### config.mk
export PLATFORM = sky130hd
export DESIGN_NAME = uart_buffered_port_with_sequence_match
export DESIGN_NICKNAME = d
export VERILOG_FILES = /design/src/sv/ubp_pkg.sv /design/src/sv/ubp_ram.sv /design/src/sv/ubp_seq_match.sv /design/src/sv/uart_buffered_port_with_sequence_match.sv
export SDC_FILE = /design/constraint.sdc
export NUM_CORES = 2
export LEC_CHECK = 0
export BUFFER_PORTS_ARGS = -buffer_cell sky130_fd_sc_hd__buf_2
export CORE_ASPECT_RATIO = 0.6
export CORE_MARGIN = 4
export CORE_UTILIZATION = 40
export CTS_CLUSTER_DIAMETER = 50
export CTS_CLUSTER_SIZE = 24
export DETAILED_ROUTE_END_ITERATION = 12
export PLACE_DENSITY_LB_ADDON = 0.12
export SLEW_MARGIN = 5
export SYNTH_ARGS = -nofsm -noshare
export SYNTH_HDL_FRONTEND = slang
export SYNTH_HIERARCHICAL = 1
export SYNTH_SLANG_ARGS = --single-unit
### constraint.sdc
create_clock -name clk -period 11.76 [get_ports clk]
set_clock_uncertainty 0.05 [all_clocks]
set_input_delay 0 -clock clk [delete_from_list [all_inputs] [get_ports clk]]
set_output_delay 0 -clock clk [all_outputs]
set_load 0.01 [all_outputs]
### src/sv/ubp_pkg.sv
// ----------------------------------------------------------------------------
// ubp_pkg
// shared types and constants for the buffered serial port engine
// ----------------------------------------------------------------------------
`default_nettype none

package ubp_pkg;

    localparam int unsigned MAX_SEQ_BYTES = 8;
    localparam logic [7:0]  ERROR_MARK    = 8'h7F;

    typedef enum logic [1:0] {
        OP_HOST_WRITE = 2'd0,
        OP_HOST_READ  = 2'd1,
        OP_LINE_EVENT = 2'd2
    } op_t;

    typedef enum logic {
        REG_MATCH_PATTERN = 1'b0,
        REG_MATCH_LENGTH  = 1'b1
    } reg_idx_t;

    typedef enum logic [1:0] {
        FRONT_KEEP   = 2'd0,
        FRONT_MEM    = 2'd1,
        FRONT_BYPASS = 2'd2
    } front_src_t;

    typedef struct packed {
        logic [63:0] pattern;
        logic [3:0]  length;
    } match_cfg_t;

    typedef struct packed {
        logic       en;
        logic [7:0] rx_byte;
    } match_req_t;

    typedef struct packed {
        logic [1:0] op;
        logic [7:0] host_byte;
        logic       tx_ready;
        logic       rx_ready;
        logic [7:0] rx_byte;
        logic       error;
    } in_item_t;

    typedef struct packed {
        logic       read_valid;
        logic       send_valid;
        logic       send_direct;
        logic       write_accepted;
        logic       match_hit;
        logic [6:0] rx_count;
        logic [6:0] tx_room;
        logic       front_valid;
        front_src_t rx_src;
        logic [7:0] rx_byp;
        front_src_t tx_src;
        logic [7:0] host_byte;
    } stage_t;

    typedef struct packed {
        logic [7:0] read_byte;
        logic       read_valid;
        logic       send_valid;
        logic [7:0] send_byte;
        logic       write_accepted;
        logic       match_hit;
        logic [6:0] rx_count;
        logic [6:0] tx_room;
        logic [7:0] front_byte;
        logic       front_valid;
    } result_t;

endpackage

`default_nettype wire

### src/sv/ubp_ram.sv
// ----------------------------------------------------------------------------
// ubp_ram
// generic single write, single read ram with registered read data
// ----------------------------------------------------------------------------
`default_nettype none

module ubp_ram #(
    parameter int unsigned WIDTH = 8,
    parameter int unsigned DEPTH = 128
) (
    input  logic                                        clk,
    input  logic                                        wr_en,
    input  logic [((DEPTH > 1) ? $clog2(DEPTH) : 1)-1:0] wr_addr,
    input  logic [WIDTH-1:0]                            wr_data,
    input  logic                                        rd_en,
    input  logic [((DEPTH > 1) ? $clog2(DEPTH) : 1)-1:0] rd_addr,
    output logic [WIDTH-1:0]                            rd_data
);

    logic [WIDTH-1:0] mem_reg [DEPTH];
    logic [WIDTH-1:0] rd_data_reg;

    always_ff @(posedge clk)
    begin
        if (wr_en)
        begin
            mem_reg[wr_addr] <= wr_data;
        end
        if (rd_en)
        begin
            rd_data_reg <= mem_reg[rd_addr];
        end
    end

    assign rd_data = rd_data_reg;

endmodule

`default_nettype wire

### src/sv/ubp_seq_match.sv
// ----------------------------------------------------------------------------
// ubp_seq_match
// wake sequence detector, one received byte per step
// ----------------------------------------------------------------------------
`default_nettype none

module ubp_seq_match (
    input  logic              clk,
    input  logic              rst_n,
    input  ubp_pkg::match_cfg_t cfg,
    input  ubp_pkg::match_req_t req,
    output logic              hit
);

    import ubp_pkg::*;

    logic [2:0] matched_reg;
    logic [2:0] matched_next;
    logic [3:0] len_eff;
    logic [3:0] count_inc;
    logic [7:0] want;

    always_comb
    begin
        len_eff = cfg.length;
        if (len_eff == 4'd0)
        begin
            len_eff = 4'd1;
        end
        if (len_eff > 4'(MAX_SEQ_BYTES))
        begin
            len_eff = 4'(MAX_SEQ_BYTES);
        end
    end

    always_comb
    begin
        want         = cfg.pattern[{matched_reg, 3'b000} +: 8];
        count_inc    = {1'b0, matched_reg} + 4'd1;
        matched_next = matched_reg;
        hit          = 1'b0;
        if (req.en)
        begin
            if (req.rx_byte == want)
            begin
                if (count_inc >= len_eff)
                begin
                    hit          = 1'b1;
                    matched_next = 3'd0;
                end
                else
                begin
                    matched_next = count_inc[2:0];
                end
            end
            else
            begin
                matched_next = 3'd0;
            end
        end
    end

    always_ff @(posedge clk or negedge rst_n)
    begin
        if (!rst_n)
        begin
            matched_reg <= 3'd0;
        end
        else
        begin
            matched_reg <= matched_next;
        end
    end

endmodule

`default_nettype wire

### src/sv/uart_buffered_port_with_sequence_match.sv
// ----------------------------------------------------------------------------
// uart_buffered_port_with_sequence_match
// serial port buffering engine: receive ring, transmit ring, wake sequence
// ----------------------------------------------------------------------------
//  channel   | handshake              | beat contents
//  ----------+------------------------+---------------------------------------
//  input     | in_valid / in_ready    | op, host byte, line status fields
//  result    | out_valid / out_ready  | read, send, status and peek fields
//  config    | apb write, pready = 1  | match_pattern @0x0, match_length @0x8
//
//  one beat per cycle while no stall holds it; a line event that stores both a
//  received byte and the error mark holds back the next beat while the mark
//  takes the receive ram write port; each beat is registered in s1, s2 and s3
//  reset empties both rings at once, ring contents need no clearing pass
//  a stalled result beat holds the pipeline and drops in_ready
// ----------------------------------------------------------------------------
`default_nettype none

module uart_buffered_port_with_sequence_match #(
    parameter int unsigned RING_DEPTH = 128
) (
    input  logic        clk,
    input  logic        rst_n,

    input  logic        psel,
    input  logic        penable,
    input  logic        pwrite,
    input  logic [3:0]  paddr,
    input  logic [63:0] pwdata,
    output logic [63:0] prdata,
    output logic        pready,

    input  logic        in_valid,
    output logic        in_ready,
    input  logic [1:0]  op,
    input  logic [7:0]  host_byte,
    input  logic        line_tx_ready,
    input  logic        line_rx_ready,
    input  logic [7:0]  line_rx_byte,
    input  logic        line_error,

    output logic        out_valid,
    input  logic        out_ready,
    output logic [7:0]  read_byte,
    output logic        read_valid,
    output logic        send_valid,
    output logic [7:0]  send_byte,
    output logic        write_accepted,
    output logic        match_hit,
    output logic [6:0]  rx_count,
    output logic [6:0]  tx_room,
    output logic [7:0]  front_byte,
    output logic        front_valid
);

    import ubp_pkg::*;

    localparam int unsigned     PTR_W    = (RING_DEPTH > 1) ? $clog2(RING_DEPTH) : 1;
    localparam logic [PTR_W-1:0] LAST_IDX = PTR_W'(RING_DEPTH - 1);

    function automatic logic [PTR_W-1:0] ring_next(input logic [PTR_W-1:0] p);
        return (p == LAST_IDX) ? '0 : p + 1'b1;
    endfunction

    // configuration
    logic [63:0] pattern_reg;
    logic [3:0]  length_reg;
    logic        cfg_wr;
    reg_idx_t    cfg_sel;
    match_cfg_t  match_cfg;

    assign pready  = 1'b1;
    assign cfg_wr  = psel && penable && pwrite;
    assign cfg_sel = reg_idx_t'(paddr[3]);
    assign prdata  = (cfg_sel == REG_MATCH_LENGTH) ? {60'd0, length_reg} : pattern_reg;

    always_ff @(posedge clk or negedge rst_n)
    begin
        if (!rst_n)
        begin
            pattern_reg <= 64'd0;
            length_reg  <= 4'd1;
        end
        else if (cfg_wr)
        begin
            unique case (cfg_sel)
                REG_MATCH_PATTERN: pattern_reg <= pwdata;
                REG_MATCH_LENGTH:  length_reg  <= pwdata[3:0];
                default:           ;
            endcase
        end
    end

    assign match_cfg.pattern = pattern_reg;
    assign match_cfg.length  = length_reg;

    // pipeline control
    logic     s1_valid_reg, s2_valid_reg, s3_valid_reg;
    in_item_t s1_reg;
    stage_t   s2_reg;
    result_t  s3_reg;
    logic     in_fire, s1_go, s2_ready, s2_adv, s3_ready;

    logic     pend_valid_reg, pend_valid_next;
    logic [PTR_W-1:0] pend_addr_reg, pend_addr_next;

    assign s3_ready = !s3_valid_reg || out_ready;
    assign s2_adv   = s2_valid_reg && s3_ready;
    assign s2_ready = !s2_valid_reg || s3_ready;
    assign s1_go    = s1_valid_reg && s2_ready && !pend_valid_reg;
    assign in_ready = !s1_valid_reg || s1_go;
    assign in_fire  = in_valid && in_ready;

    // ring pointers and fill counts
    logic [PTR_W-1:0] rx_head_reg, rx_head_next, rx_tail_reg, rx_tail_next;
    logic [PTR_W-1:0] rx_used_reg, rx_used_next;
    logic [PTR_W-1:0] tx_head_reg, tx_head_next, tx_tail_reg, tx_tail_next;
    logic [PTR_W-1:0] tx_used_reg, tx_used_next;
    logic [PTR_W-1:0] rx_head_a, rx_used_a;
    logic             push_byte, push_mark;

    logic             rx_s1_wr_en;
    logic [PTR_W-1:0] rx_s1_wr_addr;
    logic [7:0]       rx_s1_wr_data;
    logic             rx_wr_en;
    logic [PTR_W-1:0] rx_wr_addr;
    logic [7:0]       rx_wr_data;
    logic [7:0]       rx_rd_data;
    logic             tx_wr_en;
    logic [7:0]       tx_rd_data;

    match_req_t match_req;
    logic       hit;
    stage_t     s1_res;

    ubp_seq_match u_seq_match (
        .clk   (clk),
        .rst_n (rst_n),
        .cfg   (match_cfg),
        .req   (match_req),
        .hit   (hit)
    );

    always_comb
    begin
        rx_head_next   = rx_head_reg;
        rx_tail_next   = rx_tail_reg;
        rx_used_next   = rx_used_reg;
        tx_head_next   = tx_head_reg;
        tx_tail_next   = tx_tail_reg;
        tx_used_next   = tx_used_reg;
        pend_valid_next = 1'b0;
        pend_addr_next = pend_addr_reg;
        rx_head_a      = rx_head_reg;
        rx_used_a      = rx_used_reg;
        push_byte      = 1'b0;
        push_mark      = 1'b0;
        rx_s1_wr_en    = 1'b0;
        rx_s1_wr_addr  = rx_head_reg;
        rx_s1_wr_data  = s1_reg.rx_byte;
        tx_wr_en       = 1'b0;
        match_req.en      = 1'b0;
        match_req.rx_byte = s1_reg.rx_byte;

        s1_res                = '0;
        s1_res.rx_src         = FRONT_KEEP;
        s1_res.tx_src         = FRONT_KEEP;
        s1_res.rx_byp         = s1_reg.rx_byte;
        s1_res.host_byte      = s1_reg.host_byte;

        if (s1_go)
        begin
            unique case (s1_reg.op)
                OP_HOST_WRITE:
                begin
                    if (s1_reg.tx_ready && tx_used_reg == '0)
                    begin
                        s1_res.send_valid     = 1'b1;
                        s1_res.send_direct    = 1'b1;
                        s1_res.write_accepted = 1'b1;
                    end
                    else if (tx_used_reg != LAST_IDX)
                    begin
                        tx_wr_en              = 1'b1;
                        tx_head_next          = ring_next(tx_head_reg);
                        tx_used_next          = tx_used_reg + 1'b1;
                        s1_res.write_accepted = 1'b1;
                        if (tx_used_reg == '0)
                        begin
                            s1_res.tx_src = FRONT_BYPASS;
                        end
                    end
                end
                OP_HOST_READ:
                begin
                    if (rx_used_reg != '0)
                    begin
                        s1_res.read_valid = 1'b1;
                        rx_tail_next      = ring_next(rx_tail_reg);
                        rx_used_next      = rx_used_reg - 1'b1;
                        s1_res.rx_src     = FRONT_MEM;
                    end
                end
                OP_LINE_EVENT:
                begin
                    match_req.en = s1_reg.rx_ready;
                    push_byte    = s1_reg.rx_ready && (rx_used_reg != LAST_IDX);
                    rx_used_a    = push_byte ? rx_used_reg + 1'b1 : rx_used_reg;
                    rx_head_a    = push_byte ? ring_next(rx_head_reg) : rx_head_reg;
                    push_mark    = s1_reg.error && (rx_used_a != LAST_IDX);
                    if (push_byte)
                    begin
                        rx_s1_wr_en = 1'b1;
                    end
                    if (push_mark)
                    begin
                        if (push_byte)
                        begin
                            // mark goes to the ram on the next cycle
                            pend_valid_next = 1'b1;
                            pend_addr_next  = rx_head_a;
                        end
                        else
                        begin
                            rx_s1_wr_en   = 1'b1;
                            rx_s1_wr_data = ERROR_MARK;
                        end
                    end
                    rx_head_next = push_mark ? ring_next(rx_head_a) : rx_head_a;
                    rx_used_next = push_mark ? rx_used_a + 1'b1 : rx_used_a;
                    if (rx_used_reg == '0 && (push_byte || push_mark))
                    begin
                        s1_res.rx_src = FRONT_BYPASS;
                        s1_res.rx_byp = push_byte ? s1_reg.rx_byte : ERROR_MARK;
                    end
                    if (s1_reg.tx_ready && tx_used_reg != '0)
                    begin
                        s1_res.send_valid = 1'b1;
                        tx_tail_next      = ring_next(tx_tail_reg);
                        tx_used_next      = tx_used_reg - 1'b1;
                        s1_res.tx_src     = FRONT_MEM;
                    end
                end
                default: ;
            endcase
        end

        s1_res.match_hit   = hit;
        s1_res.rx_count    = 7'(rx_used_next);
        s1_res.tx_room     = 7'(LAST_IDX - tx_used_next);
        s1_res.front_valid = (rx_used_next != '0);
    end

    assign rx_wr_en   = pend_valid_reg || rx_s1_wr_en;
    assign rx_wr_addr = pend_valid_reg ? pend_addr_reg : rx_s1_wr_addr;
    assign rx_wr_data = pend_valid_reg ? ERROR_MARK : rx_s1_wr_data;

    ubp_ram #(
        .WIDTH (8),
        .DEPTH (RING_DEPTH)
    ) u_rx_ram (
        .clk     (clk),
        .wr_en   (rx_wr_en),
        .wr_addr (rx_wr_addr),
        .wr_data (rx_wr_data),
        .rd_en   (s1_go),
        .rd_addr (rx_tail_next),
        .rd_data (rx_rd_data)
    );

    ubp_ram #(
        .WIDTH (8),
        .DEPTH (RING_DEPTH)
    ) u_tx_ram (
        .clk     (clk),
        .wr_en   (tx_wr_en),
        .wr_addr (tx_head_reg),
        .wr_data (s1_reg.host_byte),
        .rd_en   (s1_go),
        .rd_addr (tx_tail_next),
        .rd_data (tx_rd_data)
    );

    // front of each ring, kept in item order
    logic [7:0] rx_front_reg, rx_front_next;
    logic [7:0] tx_front_reg, tx_front_next;
    result_t    s2_res;

    always_comb
    begin
        unique case (s2_reg.rx_src)
            FRONT_MEM:    rx_front_next = rx_rd_data;
            FRONT_BYPASS: rx_front_next = s2_reg.rx_byp;
            default:      rx_front_next = rx_front_reg;
        endcase
        unique case (s2_reg.tx_src)
            FRONT_MEM:    tx_front_next = tx_rd_data;
            FRONT_BYPASS: tx_front_next = s2_reg.host_byte;
            default:      tx_front_next = tx_front_reg;
        endcase

        s2_res.read_valid     = s2_reg.read_valid;
        s2_res.read_byte      = s2_reg.read_valid ? rx_front_reg : 8'd0;
        s2_res.send_valid     = s2_reg.send_valid;
        if (!s2_reg.send_valid)
        begin
            s2_res.send_byte = 8'd0;
        end
        else if (s2_reg.send_direct)
        begin
            s2_res.send_byte = s2_reg.host_byte;
        end
        else
        begin
            s2_res.send_byte = tx_front_reg;
        end
        s2_res.write_accepted = s2_reg.write_accepted;
        s2_res.match_hit      = s2_reg.match_hit;
        s2_res.rx_count       = s2_reg.rx_count;
        s2_res.tx_room        = s2_reg.tx_room;
        s2_res.front_valid    = s2_reg.front_valid;
        s2_res.front_byte     = s2_reg.front_valid ? rx_front_next : 8'd0;
    end

    // control registers
    always_ff @(posedge clk or negedge rst_n)
    begin
        if (!rst_n)
        begin
            s1_valid_reg   <= 1'b0;
            s2_valid_reg   <= 1'b0;
            s3_valid_reg   <= 1'b0;
            pend_valid_reg <= 1'b0;
            rx_head_reg    <= '0;
            rx_tail_reg    <= '0;
            rx_used_reg    <= '0;
            tx_head_reg    <= '0;
            tx_tail_reg    <= '0;
            tx_used_reg    <= '0;
        end
        else
        begin
            if (in_fire)
            begin
                s1_valid_reg <= 1'b1;
            end
            else if (s1_go)
            begin
                s1_valid_reg <= 1'b0;
            end
            if (s1_go)
            begin
                s2_valid_reg <= 1'b1;
            end
            else if (s2_adv)
            begin
                s2_valid_reg <= 1'b0;
            end
            if (s2_adv)
            begin
                s3_valid_reg <= 1'b1;
            end
            else if (out_ready)
            begin
                s3_valid_reg <= 1'b0;
            end
            pend_valid_reg <= pend_valid_next;
            rx_head_reg    <= rx_head_next;
            rx_tail_reg    <= rx_tail_next;
            rx_used_reg    <= rx_used_next;
            tx_head_reg    <= tx_head_next;
            tx_tail_reg    <= tx_tail_next;
            tx_used_reg    <= tx_used_next;
        end
    end

    // payload registers
    always_ff @(posedge clk)
    begin
        pend_addr_reg <= pend_addr_next;
        if (in_fire)
        begin
            s1_reg.op        <= op;
            s1_reg.host_byte <= host_byte;
            s1_reg.tx_ready  <= line_tx_ready;
            s1_reg.rx_ready  <= line_rx_ready;
            s1_reg.rx_byte   <= line_rx_byte;
            s1_reg.error     <= line_error;
        end
        if (s1_go)
        begin
            s2_reg <= s1_res;
        end
        if (s2_adv)
        begin
            s3_reg       <= s2_res;
            rx_front_reg <= rx_front_next;
            tx_front_reg <= tx_front_next;
        end
    end

    assign out_valid      = s3_valid_reg;
    assign read_byte      = s3_reg.read_byte;
    assign read_valid     = s3_reg.read_valid;
    assign send_valid     = s3_reg.send_valid;
    assign send_byte      = s3_reg.send_byte;
    assign write_accepted = s3_reg.write_accepted;
    assign match_hit      = s3_reg.match_hit;
    assign rx_count       = s3_reg.rx_count;
    assign tx_room        = s3_reg.tx_room;
    assign front_byte     = s3_reg.front_byte;
    assign front_valid    = s3_reg.front_valid;

endmodule

`default_nettype wire

==> flow_metrics.tcl <==
set metrics [dict create \
    area_growth_pct 13.8 \
    critPathMostFrequentCell "mux4_2" \
    fin_cells 7797 \
    cts_root_buf "clkbuf_16" \
    wl_per_cell_um 30.2 \
    die_y_um 378 \
    nets 4758 \
    crit_fanout 95 \
    hold_violations 0 \
    power_density_nw_per_um2 211 \
    end_kind "flop" \
    drtPass1Iterations 5 \
    dieWidth_um 625 \
    cts_resized 0 \
    place.gp.congestion 0.805 \
    wirelength_um 236000 \
    grt_max_degree 137 \
    synth_nets 4329 \
    ys.flop_type "edfxtp_1" \
    portBuffers 201 \
    synth_seq_cells 2308 \
    core_area_um2 226000 \
    tns_ns 0 \
    numCtsBuffers 171 \
    slew_headroom_pct 20.2 \
    drc 0 \
    startpoint_type "flop" \
    grt_usage_pct 19.8 \
    syn-mean-instance-area_um2 21.7 \
    vias 44400 \
    timing.hold.ws_ns 0.127 \
    yosysTopAreaCellShare_pct 72.1 \
    synth_edf_count 2191 \
    yosysWarnings 6 \
    crit_chain "nand3b_1 -> clkinv_2 -> nand2_1 -> nor2_1 -> nand4_1 -> nor2_1 -> and2_1 -> nor2_4 -> buf_12 -> buf_4 -> mux4_2 -> mux4_2 -> mux4_2 -> mux2_2" \
    clk_latency_ns 0.85 \
    yosys.area.top_type "edfxtp_1" \
    tightest_slew_ns 1.20 \
    die_area_um2 236000 \
    grt_pass1_wl_um 334000 \
    io_pins 206 \
    tritoncts "yes" \
    netlist_area_um2 91200 \
    synth.area.top_cells "edfxtp_1 (72%), mux4_2 (17%), dfrtp_1 (3.2%)" \
    finalCritPeriodShare_pct 61.3 \
    hpwl_um 145000 \
    n_fill_cell 18700 \
    slowest_stage "buf_4" \
    min_period_ns 7.20 \
    antenna_found_initial 34 \
    final_common_cell "edfxtp_1" \
    mostFrequentLayoutCells "edfxtp_1 (2191), mux4_2 (683), nor2_1 (279)" \
    grt_pass1_vias 43800 \
    rows 135 \
    cts_buffer_depth 4 \
    drive_gt1_share_pct 29.6 \
    synth_cell_types 69 \
    synth-async-reset-ratio_pct 5.07 \
    utilization_pct 45.9 \
    seqCellArea_um2 68700 \
    worstPathArrival_ns 7.73 \
    ant_nets 0 \
    start_util_pct 40.3 \
    slowest_delay_ns 0.67 \
    cap_violations 0 \
    vias_per_cell 5.70 \
    synth_seq_area_share_pct 75.3 \
    drt_iter0_drc 5076 \
    place_inst 7283 \
    peakVddDrop_v 0.000196 \
    max_freq_mhz 139 \
    setup-violations-final 0 \
    synth_cells 4212 \
    cts.sinks 2308 \
    worstSetupPathType "flop to flop" \
    htreeDepth 4 \
    rsz0062_at_grt "no" \
    clk_pin_slew_ns 0.09 \
    grt_overflow_total 0 \
    power.leakage_nw 32.2 \
    crit_required_ns 12.29 \
    run_status "complete, no violations" \
    worstHoldPathType "primary input to flop" \
    maxSlewViolCount 0 \
    multiInputGateArea_um2 21600 \
    power_mw 21.9 \
]
[layout make-up]
class / count / share of cell area (%)
diodes: 14 / 0.0337
well taps: 3014 / 3.63
inverters: 32 / 0.117
multi-input cells: 1652 / 20.8
repair buffers: 476 / 3.56
clock buffers: 184 / 4.26
flip-flops and latches: 2308 / 66.2
clock inverters: 117 / 1.38
[power by group]
group / switching (mW) / internal [mW] / total, mW
registers: 0.285 / 9.38 / 9.67
logic: 3.34 / 2.66 / 6.00
clock network: 3.17 / 3.09 / 6.26
[layer usage]
metal  part of all wire (%)  routed length (µm)  GRT usage, %
met4                    1.7                3920          3.52
met3                     11               25600          7.42
met5                  0.085                 201          1.41
met1                     48              113000          32.1
met2                     39               92600          25.0
[Yosys cell counts, drive strengths merged, types with 4 or more instances]
cell type / number
edfxtp: 2191
clkbuf: 119
a22oi: 12
o211ai: 4
or2: 9
dfrtp: 116
nor4: 7
ha: 21
nor2: 281
buf: 101
mux2: 112
o22ai: 5
nand3: 38
and3: 5
nand4: 22
o31ai: 7
nor2b: 86
nand2b: 19
nand3b: 5
nor3: 35
a21o: 8
mux4: 684
mux2i: 22
xor2: 14
a31oi: 10
nand2: 89
o21ai: 44
a21oi: 28
xnor2: 17
and4: 6
and2: 29
inv: 31
nand4b: 4
[stage by stage]
| step | worst slack, ns | area [µm²] |
|---|---|---|
| 2_1_floorplan | 5.90 | 91200 |
| 3_3_place_gp | 4.39 | 95900 |
| 3_5_place_dp | 4.38 | 95900 |
| 4_1_cts | 4.32 | 104000 |
| 5_1_grt | 3.93 | 104000 |
| 6_report | 4.56 | 104000 |
[critical path, delay by kind of cell, from the launching register on]
family	cells	cell delay [ns]
simple gates	7	2.51
mux	4	2.03
buf+inv	3	1.55
flops	1	0.61
[kinds of logic (layout without fill, tap and decap cells)]
family	Yosys count	after routing	synth area share [%]
and+or+nand+nor	643	643	3.37
DFF	2308	2308	75.3
muxes	818	818	18.5
xor gates and xnor gates	31	31	0.298
other	1	15	0.00411
buffers and inverters	252	809	1.21
adders and majority gates	21	21	0.288
AOI/OAI and AO/OA	138	138	0.977
[repair_timing]
action	in CTS	in global routing
buffers inserted	0	0
hold buffers	199	0
hold endpoints to repair	230	0
[worst paths after layout]
| kind | startpoint | endpoint | slack [ns] | cells past startpoint |
|---|---|---|---|---|
| worst min register to register | s2_reg[21] | tx_room[0] | 0.37 | 0 |
| worst max-delay path | pend_valid_reg | u_tx_ram/rd_data[3] | 4.56 | 14 |
| max in group asynchronous | rst_n | pattern_reg[13] | 10.50 | 4 |
| worst min-delay path | psel | length_reg[3] | 0.13 | 4 |
| min in group asynchronous | rst_n | pattern_reg[8] | 0.23 | 4 |
| worst max register to register | pend_valid_reg | u_tx_ram/rd_data[3] | 4.56 | 14 |
Note: power is estimated with default switching activity, not from simulation.
